### src/rtl/core/lest_pkg.sv
// ----------------------------------------------------------------------------
// Lock event statistics table package
// Shared types, sizes and codes of the statistics table.
// ----------------------------------------------------------------------------
package lest_pkg;

	localparam int RECORDS      = 1024;
	localparam int HASH_BUCKETS = 2048;
	localparam int NUM_EVENTS   = 64;
	localparam int HIST_BINS    = 64;

	localparam int SLOT_W = $clog2(RECORDS);
	localparam int LINK_W = $clog2(RECORDS + 1);
	localparam int BKT_W  = $clog2(HASH_BUCKETS);
	localparam int BIN_W  = $clog2(HIST_BINS);
	localparam int HADR_W = SLOT_W + BIN_W;
	localparam int EVT_W  = $clog2(NUM_EVENTS) > 0 ? $clog2(NUM_EVENTS) : 1;
	localparam int CFG_IDX_W = 1;
	localparam int CFG_DAT_W = 11;

	localparam logic [1:0] FUNC_RECORD = 2'd0;
	localparam logic [1:0] FUNC_THRESH = 2'd1;
	localparam logic [1:0] FUNC_READ   = 2'd2;
	localparam logic [1:0] FUNC_UNUSED = 2'd3;

	localparam logic [1:0] MODE_COUNT = 2'd0;
	localparam logic [1:0] MODE_TIME  = 2'd1;
	localparam logic [1:0] MODE_HIST  = 2'd2;

	localparam logic [2:0] ST_UPDATED  = 3'd0;
	localparam logic [2:0] ST_INSERTED = 3'd1;
	localparam logic [2:0] ST_BELOW    = 3'd2;
	localparam logic [2:0] ST_FULL     = 3'd3;
	localparam logic [2:0] ST_THRESH   = 3'd4;
	localparam logic [2:0] ST_READ     = 3'd5;

	localparam logic CFG_MODE  = 1'b0;
	localparam logic CFG_LIMIT = 1'b1;

	typedef struct packed {
		logic [1:0]  func;
		logic [63:0] lock_addr;
		logic [63:0] caller;
		logic [5:0]  event_req;
		logic [31:0] ref_count;
		logic [62:0] duration;
		logic [62:0] threshold_value;
		logic [9:0]  record_index;
		logic [5:0]  hist_bin;
	} req_t;

	typedef struct packed {
		logic [2:0]  status;
		logic [63:0] out_lock;
		logic [63:0] out_caller;
		logic [5:0]  out_event;
		logic [31:0] out_count;
		logic [63:0] out_refcnt;
		logic [63:0] out_time;
		logic [31:0] out_hist;
		logic [10:0] records_in_use;
		logic [31:0] fail_total;
	} rsp_t;

	typedef enum logic [3:0] {
		CMD_NONE  = 4'b0001,
		CMD_HEAD  = 4'b0010,
		CMD_WALK  = 4'b0100,
		CMD_WRITE = 4'b1000
	} cmd_op_t;

	typedef struct packed {
		logic    load;
		cmd_op_t op;
		logic    clear;
	} cmd_t;

	typedef struct packed {
		logic clear_done;
		logic below;
		logic link_end;
		logic hit;
		logic is_other;
	} sts_t;

	function automatic logic [BIN_W-1:0] log2_bin(input logic [62:0] v);
		logic [BIN_W-1:0] b;
		b = '0;
		for (int i = 1; i < 63; i++) begin
			if (v[i]) begin
				b = BIN_W'(i);
			end
		end
		return b;
	endfunction

endpackage

### src/rtl/core/lest_ctrl.sv
// ----------------------------------------------------------------------------
// Lock event statistics table controller
// Sequences the clearing pass, the chain walk, the record update and the threshold write.
// ----------------------------------------------------------------------------
module lest_ctrl (
	input  logic          clk,
	input  logic          arst_n,
	input  logic          start,
	input  lest_pkg::sts_t sts,
	output logic          busy,
	output lest_pkg::cmd_t cmd
);
	import lest_pkg::*;

	typedef enum logic [5:0] {
		S_CLEAR = 6'b000001,
		S_IDLE  = 6'b000010,
		S_HEAD  = 6'b000100,
		S_WAIT  = 6'b001000,
		S_WALK  = 6'b010000,
		S_WRITE = 6'b100000
	} state_t;

	state_t state_q, state_d;

	always_ff @(posedge clk or negedge arst_n) begin
		if (!arst_n) begin
			state_q <= S_CLEAR;
		end else begin
			state_q <= state_d;
		end
	end

	always_comb begin
		state_d   = state_q;
		cmd.load  = 1'b0;
		cmd.op    = CMD_NONE;
		cmd.clear = 1'b0;
		busy      = 1'b1;
		unique case (state_q)
			S_CLEAR: begin
				cmd.clear = 1'b1;
				if (sts.clear_done) begin
					state_d = S_IDLE;
				end
			end
			S_IDLE: begin
				busy = 1'b0;
				if (start) begin
					cmd.load = 1'b1;
					state_d  = S_HEAD;
				end
			end
			S_HEAD: begin
				if (sts.is_other || sts.below) begin
					state_d = S_WRITE;
				end else begin
					cmd.op  = CMD_HEAD;
					state_d = S_WAIT;
				end
			end
			S_WAIT: begin
				state_d = S_WALK;
			end
			S_WALK: begin
				if (sts.link_end || sts.hit) begin
					state_d = S_WRITE;
				end else begin
					cmd.op  = CMD_WALK;
					state_d = S_WAIT;
				end
			end
			S_WRITE: begin
				cmd.op  = CMD_WRITE;
				state_d = S_IDLE;
			end
			default: state_d = S_CLEAR;
		endcase
	end
endmodule

### config.mk
export PLATFORM = sky130hd
export DESIGN_NAME = lest_ctrl
export DESIGN_NICKNAME = d
export VERILOG_FILES = /design/src/rtl/core/lest_pkg.sv /design/src/rtl/core/lest_ctrl.sv
export SDC_FILE = /design/constraint.sdc
export NUM_CORES = 1
export LEC_CHECK = 0
export ABC_AREA = 1
export BUFFER_PORTS_ARGS = -buffer_cell sky130_fd_sc_hd__buf_2
export CAP_MARGIN = 40
export CORE_AREA = 3 3 40 42
export DETAILED_ROUTE_END_ITERATION = 10
export DIE_AREA = 0 0 43 45
export GPL_TIMING_DRIVEN = 1
export PLACE_DENSITY = 0.63
export RECOVER_POWER = 50
export SLEW_MARGIN = 40
export SYNTH_ARGS = -nofsm -noshare
export SYNTH_HDL_FRONTEND = slang
export SYNTH_SLANG_ARGS = --single-unit
### constraint.sdc
create_clock -name clk -period 1.7 [get_ports clk]
set_input_delay 0.34 -clock clk [delete_from_list [all_inputs] [get_ports clk]]
set_output_delay 0.34 -clock clk [all_outputs]
set_load 0.01 [all_outputs]
==> results by group <==
Run status
  – Run status: complete, but fails checks
  – Violated checks: negative setup slack

Logic synthesis
  – Post-synthesis cell type count: 18
  – Top cells by area, synth: dfrtp_1, nor2_4, nand2_1
  – Post-synth EDFFs: 0
  – Synthesized flop and latch total: 6
  – Dominant cell by count in the synthesized netlist: nand2_1
  – Post-Syn Area per Cell: between 7 and 8 um2
  – Post-Syn Area: 457 um2
  – Most instantiated cells after synthesis: nand2_1, nor2_1, inv_1
  – Post-synth top flop: dfrtp_1
  – Syn Nets: 70
  – Asr flop ratio synth: 1.00
  – Seq/Total Area, Yosys: 0.332
  – Mapped Cells: 62
  – Yosys warnings: 0
  – Area fraction of the dominant cell type after synthesis: 0.274
  – Leading area contributor after synthesis: dfrtp_1

Global routing
  – Initial antenna violation count: 0
  – First-pass GRT wire length: 1650 um
  – Gr ovfl total: 0
  – Number of global-route vias before repair: 438
  – Largest net degree at the start of global routing: 7
  – GRT Total Usage: 0.115

Setup path
  – Worst path bufs/invs: 1
  – Required @ worst endpoint: between 1000 and 1500 ps
  – CP Class: reg2out
  – Reg-to-reg critical path startpoint: state_q[3]
  – CP top delay family: simple AND/OR/NAND/NOR gates
  – Critical-path cell list: nor2_4 > nand2_2 > nor2_2 > nand2_1 > nand3_2 > buf_2
  – Reg2reg path depth: 8
  – Crit. End Element: output pin
  – CP max FO: 5
  – Critical-path top delay cell: dfrtp_2
  – Arrival @ worst endpoint: 1360 ps
  – Crit Reg-Reg Endpoint: state_q[0]
  – CP startpoint kind: flip-flop
  – R2R setup slack: between 400 and 500 ps
  – Critical Path Max Stage Delay: 430 ps

Layout
  – Register area: 154 um2
  – Multi-input gate area: 288 um2
  – Antenna diodes: 0
  – Final core occ: 0.507
  – Largest register FFs: 6
  – Final net count: 95
  – Fraction of layout cells with a size suffix above 1: 0.547
  – Largest regs: state_q: 6 flops
  – Area Overhead vs Synth: 42.7%
  – Largest Register: state_q
  – Fill cells: 133
  – Design Area, Final: 652 um2

Flow run
  – Max_cap viols: 0

Pwr
  – LEAKAGE: 0.340 nW
  – Power Density: 1300 nW/um2
  – Worst VDD drop: slightly below 0.6 mV

STA
  – Pins Over Slew Limit: 0
  – Fin crit share: 1.00
  – Slew @ Worst Pin: 302 ps
  – RSZ-0062 raised after global routing: yes
  – Final critical-path required period: about 1700 ps
  – Final setup violation count: 1
  – Setup slack after layout: -2.74 ps
  – Final hold violation count: 0
  – Slew headroom: 0.799
  – Hold Worst Slack: between 400 and 500 ps
  – Setup Skew: between 8 and 9 ps
  – Max frequency: ~600 MHz
  – Setup TNS: -2.74 ps

Detailed routing
  – Drt wl/cell: 9.30 um
  – Residual DRC: 0
  – Routed via count: between 400 and 500
  – DRT Pass-1 Iters: 2
  – Final ANT Viol Nets: 0
  – Iter 0 DRT Violations: 5
  – Post-Route WL: 939 um
  – Via/cell ratio: 4.37

Place
  – Port Buf Inserts: 14
  – Post-Place Worst Slack: 214 ps
  – Dpl hpwl: 741 um
  – Routability cong.: 0.702
  – Placed Area: 546 um2

Floorplan
  – Row count: 13
  – Die Span Y: about 45 um
  – Die Width: 43 um
  – Total core area: approximately 1300 um2
  – Starting Density: 0.355
  – Die area: 1940 um2
  – # IOs: 15

Clock network
  – H-tree depth: 1
  – Clock Latency Late Sink: 240 ps
  – CTS tree: built
  – Reg clk slew, reported paths: 50 ps
  – TritonCTS Buffers: 3
  – Root Driver: clkbuf_4
  – Clk buf depth: 2
  – Clock Sinks: 6

Worst hold path
  – Hold Path End: state_q[3]
  – Hold WC Path Type: in2reg
  – Worst Hold Path Cells: 4
  – Hold Path Origin: sts[2]
## per-layer routing
layer  up-vias  routed length, um  GRT usage
met1       196                408      0.123
met4         0                  0     0.0723
met2         3                516      0.216
met3         0                 14     0.0120
met5         -                  0          0
li1        242                  -          -
## cell usage in the layout, fill, tap and decap left out, types with 2 or more instances in the layout
cell type | netlist | routed
dfrtp_1 | 5 | 3
nand3_2 | 2 | 4
nor2_2 | 2 | 3
dfrtp_2 | 0 | 2
buf_4 | 0 | 5
inv_2 | 5 | 5
clkbuf_4 | 0 | 3
clkbuf_1 | 0 | 2
nand2_1 | 13 | 11
nor2_1 | 9 | 8
inv_1 | 8 | 8
nand2_2 | 1 | 3
a21oi_1 | 2 | 2
buf_2 | 0 | 13
nor2_4 | 5 | 5
## tightest hold or removal path, cell delays in order
cell	delay, ps
buf_2	80
nor2_1	30
inv_1	90
o22ai_1	80
## logic make-up after synthesis
| kind of cell | synth area share |
|---|---|
| buffers and inverters | 0.107 |
| AOI/OAI and AO/OA | 0.0356 |
| DFF | 0.332 |
| and+or+nand+nor | 0.526 |
## area by class of cell
type | instances | area share
Clock buffer | 4 | 0.0403
Inverter | 13 | 0.0749
Multi-Input combinational cell | 43 | 0.441
Sequential cell | 6 | 0.236
Tap cell | 15 | 0.0288
Timing Repair Buffer | 20 | 0.179
## worst max-delay path by stage
stage	slack [ps]	startpoint	end	cells past startpoint
finish	-3	state_q[4]	cmd[1]	6
global placement	220	state_q[3]	cmd[1]	6
global route	-100	state_q[3]	cmd[5]	4
detailed placement	210	state_q[0]	cmd[5]	6
floorplan	270	state_q[0]	cmd[5]	6
CTS	-4	state_q[4]	cmd[1]	6
## metrics by stage
stage                     instances  total power, W
after floorplan                  62        0.000539
after global placement           91        0.000627
after detailed placement         91        0.000630
after CTS                       101        0.000856
after global routing            101        0.000934
final                           101        0.000850
## where the power goes
| part | internal (W) | switching, W | leakage (nW) |
|---|---|---|---|
| clock | 0.0000887 | 0.0000483 | 0.0150 |
| combinational | 0.000201 | 0.000272 | 0.249 |
| sequential | 0.000190 | 0.0000495 | 0.0756 |
| total | 0.000480 | 0.000370 | 0.340 |
## what timing repair did
action / in CTS / in global routing
resized for setup: 6 / 4
hold buffers: 1 / 0
hold endpoints to repair: 5 / 0
pin swaps: 4 / 3
setup endpoints to repair: 2 / 2
buffers inserted: 5 / 0
gates cloned: 0 / 0
No activity file was read; power rests on OpenSTA's default activity.
